--- config.mk ---
export PLATFORM = sky130hd
export DESIGN_NAME = vfcm_fifo
export DESIGN_NICKNAME = d
export VERILOG_FILES = /design/src/design/vfcm_pkg.sv /design/src/design/vfcm_fifo.sv
export SDC_FILE = /design/constraint.sdc
export NUM_CORES = 1
export LEC_CHECK = 0
export BUFFER_PORTS_ARGS = -buffer_cell sky130_fd_sc_hd__buf_2
export CAP_MARGIN = 20
export CORE_ASPECT_RATIO = 1.1
export CORE_UTILIZATION = 34
export CTS_CLUSTER_SIZE = 30
export DETAILED_ROUTE_END_ITERATION = 10
export GPL_TIMING_DRIVEN = 0
export PLACE_DENSITY = 0.65
export SYNTH_ARGS = -nofsm -noshare
export SYNTH_HDL_FRONTEND = slang
export SYNTH_SLANG_ARGS = --single-unit
--- constraint.sdc ---
create_clock -name clk_i -period 2.55 [get_ports clk_i]
set_clock_uncertainty 0.05 [all_clocks]
set_input_delay 0.51 -clock clk_i [delete_from_list [all_inputs] [get_ports clk_i]]
set_output_delay 0.51 -clock clk_i [all_outputs]
set_load 0.01 [all_outputs]
--- src/design/vfcm_pkg.sv ---
`timescale 1ns / 1ps

package vfcm_pkg;

  localparam int CHUNK_X = 16;
  localparam int CHUNK_Y = 16;
  localparam int CHUNK_Z = 16;

  localparam int STORE_SIZE = CHUNK_X * CHUNK_Y * CHUNK_Z;
  localparam int ADDR_W     = (STORE_SIZE > 1) ? $clog2(STORE_SIZE) : 1;

  // Address strides between neighboring blocks along each axis.
  localparam int OFF_X = CHUNK_Y * CHUNK_Z;
  localparam int OFF_Y = CHUNK_Z;
  localparam int OFF_Z = 1;

  localparam int QDEPTH = 2;
  localparam int QPTR_W = (QDEPTH > 1) ? $clog2(QDEPTH) : 1;
  localparam int QCNT_W = $clog2(QDEPTH + 1);

  localparam logic CMD_WRITE = 1'b0;
  localparam logic CMD_MESH  = 1'b1;

  localparam logic [1:0] REG_AIR   = 2'd0;
  localparam logic [1:0] REG_DIRT  = 2'd1;
  localparam logic [1:0] REG_GRASS = 2'd2;

  localparam logic [7:0] AIR_RESET   = 8'd0;
  localparam logic [7:0] DIRT_RESET  = 8'd1;
  localparam logic [7:0] GRASS_RESET = 8'd2;

  typedef struct packed {
    logic       command;
    logic [3:0] pos_x;
    logic [3:0] pos_y;
    logic [3:0] pos_z;
    logic [7:0] block_type;
  } req_t;

  typedef struct packed {
    logic [4:0] vert_x;
    logic [4:0] vert_y;
    logic [4:0] vert_z;
    logic [6:0] tex_u;
    logic [5:0] tex_v;
    logic [7:0] texture_id;
    logic       last_vertex;
  } vtx_t;

  typedef struct packed {
    logic xlo;
    logic xhi;
    logic ylo;
    logic yhi;
    logic zlo;
    logic zhi;
  } border_t;

  typedef struct packed {
    logic              command;
    logic [ADDR_W-1:0] addr;
    logic [3:0]        pos_x;
    logic [3:0]        pos_y;
    logic [3:0]        pos_z;
    logic [7:0]        block_type;
    border_t           brd;
  } qent_t;

  typedef struct packed {
    logic [7:0] air;
    logic [7:0] dirt;
    logic [7:0] grass;
  } cfg_t;

  typedef struct packed {
    logic       dx;
    logic       dy;
    logic       dz;
    logic [6:0] u;
    logic [5:0] v;
  } corner_t;

  // Corner offsets and atlas coordinates, faces left, right, front, back, top, bottom.
  localparam corner_t [0:5][0:5] FACE_TBL = '{
    '{'{1'b0, 1'b0, 1'b1, 7'd0,  6'd0},  '{1'b0, 1'b0, 1'b0, 7'd32, 6'd0},
      '{1'b0, 1'b1, 1'b0, 7'd32, 6'd32}, '{1'b0, 1'b1, 1'b0, 7'd32, 6'd32},
      '{1'b0, 1'b1, 1'b1, 7'd0,  6'd32}, '{1'b0, 1'b0, 1'b1, 7'd0,  6'd0}},
    '{'{1'b1, 1'b0, 1'b1, 7'd0,  6'd0},  '{1'b1, 1'b0, 1'b0, 7'd32, 6'd0},
      '{1'b1, 1'b1, 1'b0, 7'd32, 6'd32}, '{1'b1, 1'b1, 1'b0, 7'd32, 6'd32},
      '{1'b1, 1'b1, 1'b1, 7'd0,  6'd32}, '{1'b1, 1'b0, 1'b1, 7'd0,  6'd0}},
    '{'{1'b0, 1'b0, 1'b0, 7'd0,  6'd0},  '{1'b1, 1'b0, 1'b0, 7'd32, 6'd0},
      '{1'b1, 1'b1, 1'b0, 7'd32, 6'd32}, '{1'b1, 1'b1, 1'b0, 7'd32, 6'd32},
      '{1'b0, 1'b1, 1'b0, 7'd0,  6'd32}, '{1'b0, 1'b0, 1'b0, 7'd0,  6'd0}},
    '{'{1'b0, 1'b0, 1'b1, 7'd0,  6'd0},  '{1'b1, 1'b0, 1'b1, 7'd32, 6'd0},
      '{1'b1, 1'b1, 1'b1, 7'd32, 6'd32}, '{1'b1, 1'b1, 1'b1, 7'd32, 6'd32},
      '{1'b0, 1'b1, 1'b1, 7'd0,  6'd32}, '{1'b0, 1'b0, 1'b1, 7'd0,  6'd0}},
    '{'{1'b0, 1'b1, 1'b0, 7'd64, 6'd0},  '{1'b1, 1'b1, 1'b0, 7'd96, 6'd0},
      '{1'b1, 1'b1, 1'b1, 7'd96, 6'd32}, '{1'b1, 1'b1, 1'b1, 7'd96, 6'd32},
      '{1'b0, 1'b1, 1'b1, 7'd64, 6'd32}, '{1'b0, 1'b1, 1'b0, 7'd64, 6'd0}},
    '{'{1'b0, 1'b0, 1'b0, 7'd32, 6'd0},  '{1'b1, 1'b0, 1'b0, 7'd64, 6'd0},
      '{1'b1, 1'b0, 1'b1, 7'd64, 6'd32}, '{1'b1, 1'b0, 1'b1, 7'd64, 6'd32},
      '{1'b0, 1'b0, 1'b1, 7'd32, 6'd32}, '{1'b0, 1'b0, 1'b0, 7'd32, 6'd0}}
  };

endpackage

--- src/design/vfcm_fifo.sv ---
`timescale 1ns / 1ps

module vfcm_fifo (
  input  logic            clk_i,
  input  logic            rst_ni,
  input  logic            push_i,
  input  vfcm_pkg::qent_t push_data_i,
  input  logic            pop_i,
  output vfcm_pkg::qent_t head_o,
  output logic            empty_o,
  output logic            full_o
);

  localparam logic [vfcm_pkg::QPTR_W-1:0] PTR_LAST = vfcm_pkg::QPTR_W'(vfcm_pkg::QDEPTH - 1);

  vfcm_pkg::qent_t                ent_q [vfcm_pkg::QDEPTH];
  logic [vfcm_pkg::QPTR_W-1:0]    wr_ptr_q, rd_ptr_q;
  logic [vfcm_pkg::QCNT_W-1:0]    count_q;
  logic                           do_push, do_pop;

  assign empty_o = (count_q == '0);
  assign full_o  = (count_q == vfcm_pkg::QCNT_W'(vfcm_pkg::QDEPTH));
  assign head_o  = ent_q[rd_ptr_q];
  assign do_push = push_i && !full_o;
  assign do_pop  = pop_i && !empty_o;

  always_ff @(posedge clk_i) begin
    if (do_push) begin
      ent_q[wr_ptr_q] <= push_data_i;
    end
  end

  always_ff @(posedge clk_i or negedge rst_ni) begin
    if (!rst_ni) begin
      wr_ptr_q <= '0;
      rd_ptr_q <= '0;
      count_q  <= '0;
    end else begin
      if (do_push) begin
        wr_ptr_q <= (wr_ptr_q == PTR_LAST) ? '0 : wr_ptr_q + 1'b1;
      end
      if (do_pop) begin
        rd_ptr_q <= (rd_ptr_q == PTR_LAST) ? '0 : rd_ptr_q + 1'b1;
      end
      if (do_push && !do_pop) begin
        count_q <= count_q + 1'b1;
      end else if (do_pop && !do_push) begin
        count_q <= count_q - 1'b1;
      end
    end
  end

endmodule

==> flow_summary.json, run 1 <==
{
  "run_status": "finished clean",
  "ys_types": 13,
  "tightest_slew_ps": 682,
  "clkSinkCount": 82,
  "cts_root_buf": "clkbuf_8",
  "leakage_nw": 1.45,
  "cts.clk_slew.worst_paths_ps": 80,
  "worstPathMaxFanout": 10,
  "grt_pass1_vias": 1615,
  "drt_iter0_markers": 48,
  "holdBufCountCts": 1,
  "drv_slew": 0,
  "antenna_found_initial": 0,
  "netlist_area_um2": 3010,
  "rsz0062_at_grt": "false",
  "fillers": 804,
  "drt_first_pass_iters": 4,
  "cts_tree": "yes",
  "clockBufferDepth": 2,
  "die_h_um": 101,
  "viasPerCell": 4.44,
  "numCtsBuffers": 9,
  "ctsResizeCount": 0,
  "cpMaxStageDelayCell": "dfrtp_1",
  "relSlewSlack": 0.544,
  "core_area_um2": 8500,
  "synth.net_count": 184,
  "grt_use_total": 0.116,
  "wl_per_cell_um": 14.3,
  "vias": 1567,
  "drive_above_1_share": 0.591,
  "synth-seq-cells": 82,
  "yosysSeqAreaShare": 0.812,
  "yosysTopAreaCellShare": 0.779,
  "start_kind": "flip-flop",
  "grt_max_degree": 24,
  "port-buffer-count": 83,
  "num_rows": 35,
  "ant_nets": 0,
  "worst_ep_required_time_ps": 1990,
  "clk_latency_ps": 330,
  "routed_wl_um": 5040,
  "dp_hpwl_um": 3340,
  "mostFrequentLayoutCell": "buf_2",
  "cts_setup_buffers": 0,
  "fp.dieArea_um2": 9230,
  "finalWeightedCongestion": 0.637,
  "crit_arrival_ps": 1460,
  "overflow": 0,
  "finalNetCount": 281,
  "yosysWarnings": 0,
  "critPathMaxStageDelay_ps": 410,
  "synth_top_area_cell": "edfxtp_1",
  "ir_drop_mv": 0.663,
  "worstSetupEndpointType": "output port",
  "fmax_mhz": 494,
  "mostFrequentLayoutCells": "buf_2 (83), edfxtp_1 (78), mux2_2 (39)",
  "cp_cell_sequence": "buf_4 -> mux2_2 -> buf_2",
  "cts_htree_levels": 3,
  "cap_violations": 0,
  "avgSynthCellArea_um2": 21.5,
  "dieWidth_um": 91.7,
  "antennaDiodeCount": 0,
  "synth_cells": 140,
  "io_pins": 84,
  "areaGrowthSynthToFinish_pct": 27.6,
  "crit_type": "flip-flop to output port",
  "hold_class": "primary input to flip-flop",
  "min_period_ps": 2020,
  "start_util": 0.354,
  "synthTopCellsByArea": "edfxtp_1 (78%), mux2_2 (15%), dfrtp_1 (3.3%), buf_4 (1.0%), xnor2_1 (0.87%)",
  "hold_violations": 0,
  "remaining_drc_errors": 0,
  "powerDensity_nw_per_um2": 1110,
  "p_total_w": 0.00427,
  "grt_pass1_wl_um": 7780,
  "setup_violations": 0,
  "fin_tns_setup_ps": 0,
  "finalCritPeriodShare": 0.794
}
-- Yosys cell counts --
library cell / instances
buf_4: 4
nor2_1: 3
xor2_1: 2
edfxtp_1: 78
nand2b_1: 1
xnor2_1: 3
and3_1: 1
dfrtp_1: 4
o21ai_1: 1
nand2_1: 1
inv_1: 2
ha_1: 1
mux2_2: 39
-- path summary, 6_finish.rpt --
| path | end | start | cells past startpoint | slack (ps) |
|---|---|---|---|---|
| min | ent_q[0][7] | push_data_i[7] | 1 | 300 |
| max reg2reg | ent_q[0][25] | count_q[0] | 4 | 650 |
| max | head_o[18] | rd_ptr_q | 3 | 530 |
| min in group asynchronous | count_q[1] | rst_ni | 2 | 450 |
| min reg2reg | count_q[1] | count_q[1] | 1 | 500 |
| max in group asynchronous | rd_ptr_q | rst_ni | 2 | 1880 |
-- kinds of logic (layout without fill, tap and decap cells) --
logic type               after synthesis  after routing  share of synthesized area
buffers and inverters                  6            108                     0.0125
AND/OR/NAND/NOR                        6              6                    0.00915
flip-flops                            82             82                      0.812
adder cells (fa/ha/maj)                1              1                    0.00416
AO/OA/AOI/OAI                          1              1                    0.00166
XOR/XNOR                               5              5                     0.0146
multiplexers                          39             39                      0.146
-- cell type report --
class                   count  area [um2]  share of cell area
repair buffers             86         473               0.123
multi-input cells          52         537               0.140
clock inverters             5        78.8              0.0205
flip-flops and latches     82        2440               0.636
clock buffers              11         131              0.0342
plain buffers               4        30.0             0.00782
well taps                 111         139              0.0362
inverters                   2        7.51             0.00196
-- flip-flops by register name, summed over array words and instances (netlist names) --
signal	flops
wr_ptr_q	1
ent_q	78
count_q	2
rd_ptr_q	1
-- layer usage --
metal | track usage | part of all wire
met5 | 0 | 0
met4 | 0.0574 | 0.012
met3 | 0.0437 | 0.052
met2 | 0.190 | 0.52
met1 | 0.134 | 0.42
-- through the flow --
stage                      util  cells  hold slack [ps]  setup WS, ps  area (um2)
final                     0.452    353              303           526        3840
after global routing      0.452    353              269           418        3840
after CTS                 0.452    353              283           463        3840
after detailed placement  0.426    336              275           618        3620
after global placement    0.420    334              268          -310        3560
after floorplan               -    140              164           416        3010
-- power breakdown --
part / leakage, nW / switching, W / internal [W] / total [W]
registers: 0.771 / 0.0000924 / 0.00184 / 0.00194
clock network: 0.0972 / 0.000441 / 0.000549 / 0.000991
logic: 0.582 / 0.000693 / 0.000654 / 0.00135
total: 1.45 / 0.00123 / 0.00305 / 0.00427
-- worst max-delay path: cells and delay by family, from the launching register on --
family                 cells  cell delay, ps
buffers and inverters      2             360
flip-flops                 1             410
multiplexers               1             350
No activity file was read; power rests on OpenSTA's default activity.
==> run 2: changes to the inputs <==
==> constraint.sdc (replaced) <==
create_clock -name clk_i -period 1.6 [get_ports clk_i]
set_clock_uncertainty 0.05 [all_clocks]
set_input_delay 0.32 -clock clk_i [delete_from_list [all_inputs] [get_ports clk_i]]
set_output_delay 0.32 -clock clk_i [all_outputs]
set_load 0.01 [all_outputs]
==> flow_summary.json, run 2 (synthesis gave the netlist of run 1 again) <==
{
  "run_status": "finished with violations",
  "violations": "setup timing",
  "setup_violations": 39,
  "fmax_mhz": 548,
  "path_delay_family": "flip-flops",
  "finalNetCount": 283,
  "worst_ep_required_time_ps": 1230,
  "num_rows": 35,
  "leakage_nw": 1.49,
  "rsz0062_at_grt": "true",
  "areaGrowthSynthToFinish_pct": 29.8,
  "worstPathMaxFanout": 10,
  "cts.clk_slew.worst_paths_ps": 80,
  "ir_drop_mv": 1.05,
  "mostFrequentLayoutCells": "buf_2 (83), edfxtp_1 (78), mux2_2 (39)",
  "critPathMaxStageDelay_ps": 450,
  "largest-register": "ent_q",
  "relSlewSlack": 0.784,
  "hold_violations": 0,
  "mostFrequentLayoutCell": "buf_2",
  "numCtsBuffers": 9,
  "crit_type": "flip-flop to output port",
  "seqCellArea_um2": 2440,
  "cp_num_buf_inv": 2,
  "drv_slew": 0,
  "fp.dieArea_um2": 9230,
  "grt_max_degree": 25,
  "worstSetupEndpointType": "output port",
  "multiInputGateArea_um2": 567,
  "finalWeightedCongestion": 0.647,
  "drt_first_pass_iters": 4,
  "grt_use_total": 0.121,
  "final_cell_area_um2": 3900,
  "cp_cell_sequence": "buf_6 -> mux2_2 -> buf_2",
  "grt_pass1_wl_um": 8130,
  "vias": 1580,
  "min_period_ps": 1820,
  "routed_wl_um": 5180,
  "finalCritPeriodShare": 1.14,
  "clkSinkCount": 82,
  "cpMaxStageDelayCell": "dfrtp_2",
  "cts_root_buf": "clkbuf_8",
  "io_pins": 84,
  "dp_hpwl_um": 3310,
  "drive_above_1_share": 0.619,
  "core_area_um2": 8500,
  "dieWidth_um": 91.7,
  "clk_latency_ps": 340,
  "tightest_slew_ps": 325,
  "clockBufferDepth": 2,
  "fin_ws_ps": -225,
  "viasPerCell": 4.45,
  "drt_iter0_markers": 30,
  "reg_top3": "ent_q: 78 flops, count_q: 2 flops",
  "place_ws_ps": -344,
  "antenna_found_initial": 0,
  "cts_tree": "yes",
  "cts_htree_levels": 3,
  "fillers": 763,
  "remaining_drc_errors": 0,
  "start_util": 0.354,
  "final_util": 0.459,
  "cap_violations": 0,
  "powerDensity_nw_per_um2": 1810,
  "grt_pass1_vias": 1648,
  "antennaDiodeCount": 0,
  "rrSetupSlack_ps": 110,
  "hold_class": "primary input to flip-flop",
  "overflow": 0,
  "start_kind": "flip-flop",
  "ant_nets": 0,
  "die_h_um": 101,
  "wl_per_cell_um": 14.6,
  "placed_cell_area_um2": 3610,
  "port-buffer-count": 83,
  "crit_arrival_ps": 1450,
  "largest_reg_flops": 78
}
run 2: cell count changes in the layout (fill, tap and decap cells not counted), moves of 2 or more:
cell	change
buf_4	-2
clkinvlp_4	-2
and3_4	+2
dfrtp_1	-2
buf_6	+4
dfrtp_2	+2
run 2: where the power goes:
group	internal (W)	switching [W]
Sequential	0.00294	0.000179
Combinational	0.00109	0.00111
Clock	0.00104	0.000711
Total	0.00507	0.00200
run 2: final cells by class:
cell class | count | share of cell area
plain buffers | 4 | 0.0115
clock buffers | 10 | 0.0327
clock inverters | 6 | 0.0288
inverters | 2 | 0.00192
multi-input cells | 53 | 0.145
flip-flops and latches | 82 | 0.626
well taps | 111 | 0.0356
repair buffers | 87 | 0.118
run 2: timing repair:
| action | CTS | global route |
|---|---|---|
| endpoints found under the hold margin | 4 | 0 |
| gates resized for setup | 6 | 2 |
| gates cloned | 1 | 0 |
| buffers inserted | 2 | 0 |
| setup endpoints to repair | 102 | 59 |
| pin swaps | 2 | 0 |
| hold buffers | 1 | 0 |
run 2: worst paths after layout:
kind,startpoint,cells past startpoint,end
min in group asynchronous,rst_ni,2,count_q[1]
max,rd_ptr_q,3,head_o[28]
max in group asynchronous,rst_ni,2,rd_ptr_q
max reg2reg,count_q[0],7,count_q[1]
min,push_data_i[3],1,ent_q[1][3]
min reg2reg,count_q[0],1,count_q[0]
run 2: metal layers:
metal	GRT usage	share of wire
met5	0	0
met1	0.131	0.38
met3	0.0347	0.040
met4	0.0794	0.030
met2	0.209	0.55
run 2: per-stage QoR:
stage	instances	power, W	setup TNS (ps)	hold slack, ps
2_1_floorplan	140	0.00450	-3430	-25.6
3_3_place_gp	334	0.00524	-29060	83.8
3_5_place_dp	335	0.00532	-18040	82.5
4_1_cts	355	0.00720	-9870	82.0
5_1_grt	355	0.00746	-11350	86.2
6_report	355	0.00707	-8120	108
==> run 3: changes to the inputs <==
==> constraint.sdc (replaced) <==
create_clock -name clk_i -period 1.56 [get_ports clk_i]
set_clock_uncertainty 0.05 [all_clocks]
set_input_delay 0.312 -clock clk_i [delete_from_list [all_inputs] [get_ports clk_i]]
set_output_delay 0.312 -clock clk_i [all_outputs]
set_load 0.01 [all_outputs]
==> flow_summary.json, run 3 (synthesis gave the netlist of run 1 again) <==
{
  "cts_htree_levels": 3,
  "clockBufferDepth": 2,
  "powerDensity_nw_per_um2": 1860,
  "grt_pass1_wl_um": 8130,
  "io_pins": 84,
  "grt_use_total": 0.121,
  "cap_violations": 0,
  "cts_root_buf": "clkbuf_8",
  "grt_max_degree": 25,
  "leakage_nw": 1.49,
  "worstSetupEndpointType": "output port",
  "num_rows": 35,
  "worstHoldStart": "push_data_i[3]",
  "largest-register": "ent_q",
  "drt_iter0_markers": 30,
  "areaGrowthSynthToFinish_pct": 30.0,
  "antenna_found_initial": 0,
  "clk_latency_ps": 340,
  "setup_violations": 39,
  "antennaDiodeCount": 0,
  "violations": "setup timing",
  "worstPathMaxFanout": 10,
  "crit_type": "flip-flop to output port",
  "clkSinkCount": 82,
  "tightest_slew_ps": 325,
  "cts_tree": "yes",
  "worstSetupStartpoint": "rd_ptr_q",
  "largest_reg_flops": 78,
  "dp_hpwl_um": 3310,
  "reg_top3": "ent_q: 78 flops, count_q: 2 flops",
  "port-buffer-count": 83,
  "relSlewSlack": 0.784,
  "hold_class": "primary input to flip-flop",
  "fmax_mhz": 550,
  "overflow": 0,
  "fin_ws_ps": -257,
  "viasPerCell": 4.45,
  "finalNetCount": 284,
  "finalCritPeriodShare": 1.16,
  "dieWidth_um": 91.7,
  "core_area_um2": 8500,
  "ant_nets": 0,
  "worst_ep_required_time_ps": 1200,
  "cts.clk_slew.worst_paths_ps": 80,
  "run_status": "finished with violations",
  "finalWeightedCongestion": 0.647,
  "mostFrequentLayoutCell": "buf_2",
  "start_kind": "flip-flop",
  "drt_first_pass_iters": 4,
  "cp_cell_sequence": "buf_6 -> mux2_2 -> buf_2",
  "p_total_w": 0.00728,
  "mostFrequentLayoutCells": "buf_2 (83), edfxtp_1 (78), mux2_2 (39)",
  "routed_wl_um": 5190,
  "grt_pass1_vias": 1648,
  "fp.dieArea_um2": 9230,
  "ir_drop_mv": 1.09,
  "cpMaxStageDelayCell": "dfrtp_2",
  "numCtsBuffers": 9,
  "remaining_drc_errors": 0,
  "rsz0062_at_grt": "true",
  "r2r-start": "count_q[0]",
  "drive_above_1_share": 0.624,
  "drv_slew": 0,
  "crit_arrival_ps": 1450,
  "final_util": 0.460,
  "start_util": 0.354,
  "critPathMaxStageDelay_ps": 450,
  "vias": 1585,
  "die_h_um": 101,
  "min_period_ps": 1820,
  "wl_per_cell_um": 14.6,
  "hold_violations": 0
}
==> run 3: power breakdown <==
group	total (W)	switching (W)	internal, W
Combinational	0.00228	0.00115	0.00113
Sequential	0.00320	0.000181	0.00302
Clock	0.00180	0.000729	0.00107
Total	0.00728	0.00206	0.00522
==> run 3: final cells by class <==
type	instances	area, um2
plain buffers	4	45.0
clock buffers	10	128
clock inverters	6	113
fillers	764	4580
inverters	2	7.51
multi-input cells	53	567
flip-flops and latches	82	2440
well taps	111	139
repair buffers	88	468
==> run 3: what timing repair did <==
action | in CTS | in global routing
endpoints found under the setup margin | 117 | 41
gates cloned | 1 | 0
gates resized for setup | 8 | 1
hold buffers | 1 | 0
buffers inserted | 2 | 1
pin swaps | 2 | 0
endpoints found under the hold margin | 4 | 0
==> run 3: critical path: cells and delay by family, from the launching register on <==
kind     cells  cell delay, ps
mux          1             350
flops        1             450
buf+inv      2             320
==> run 3: path summary, 6_finish.rpt <==
| check | cells past startpoint | slack, ps | end |
|---|---|---|---|
| max | 3 | -260 | head_o[28] |
| min in group asynchronous | 2 | 240 | count_q[1] |
| max reg2reg | 7 | 60 | count_q[1] |
| min reg2reg | 1 | 470 | count_q[0] |
| min | 1 | 100 | ent_q[1][3] |
| max in group asynchronous | 2 | 1090 | rd_ptr_q |
==> run 3: per-stage QoR <==
step	std cells	instance area [um2]	hold slack (ps)	setup TNS, ps	worst slack, ps
2_1_floorplan	140	3030	-33.6	-6550	-119
3_3_place_gp	334	3590	75.8	-32180	-483
3_5_place_dp	335	3610	74.5	-20930	-384
4_1_cts	355	3900	74.0	-11120	-304
5_1_grt	356	3910	78.2	-12590	-338
6_report	356	3910	100	-9370	-257
==> run 3: metal layers <==
layer / part of all wire / up-vias / global-route usage
met5: 0 / - / 0
met4: 0.030 / 0 / 0.0794
met3: 0.040 / 12 / 0.0347
met2: 0.55 / 44 / 0.209
met1: 0.38 / 783 / 0.131
li1: - / 746 / -
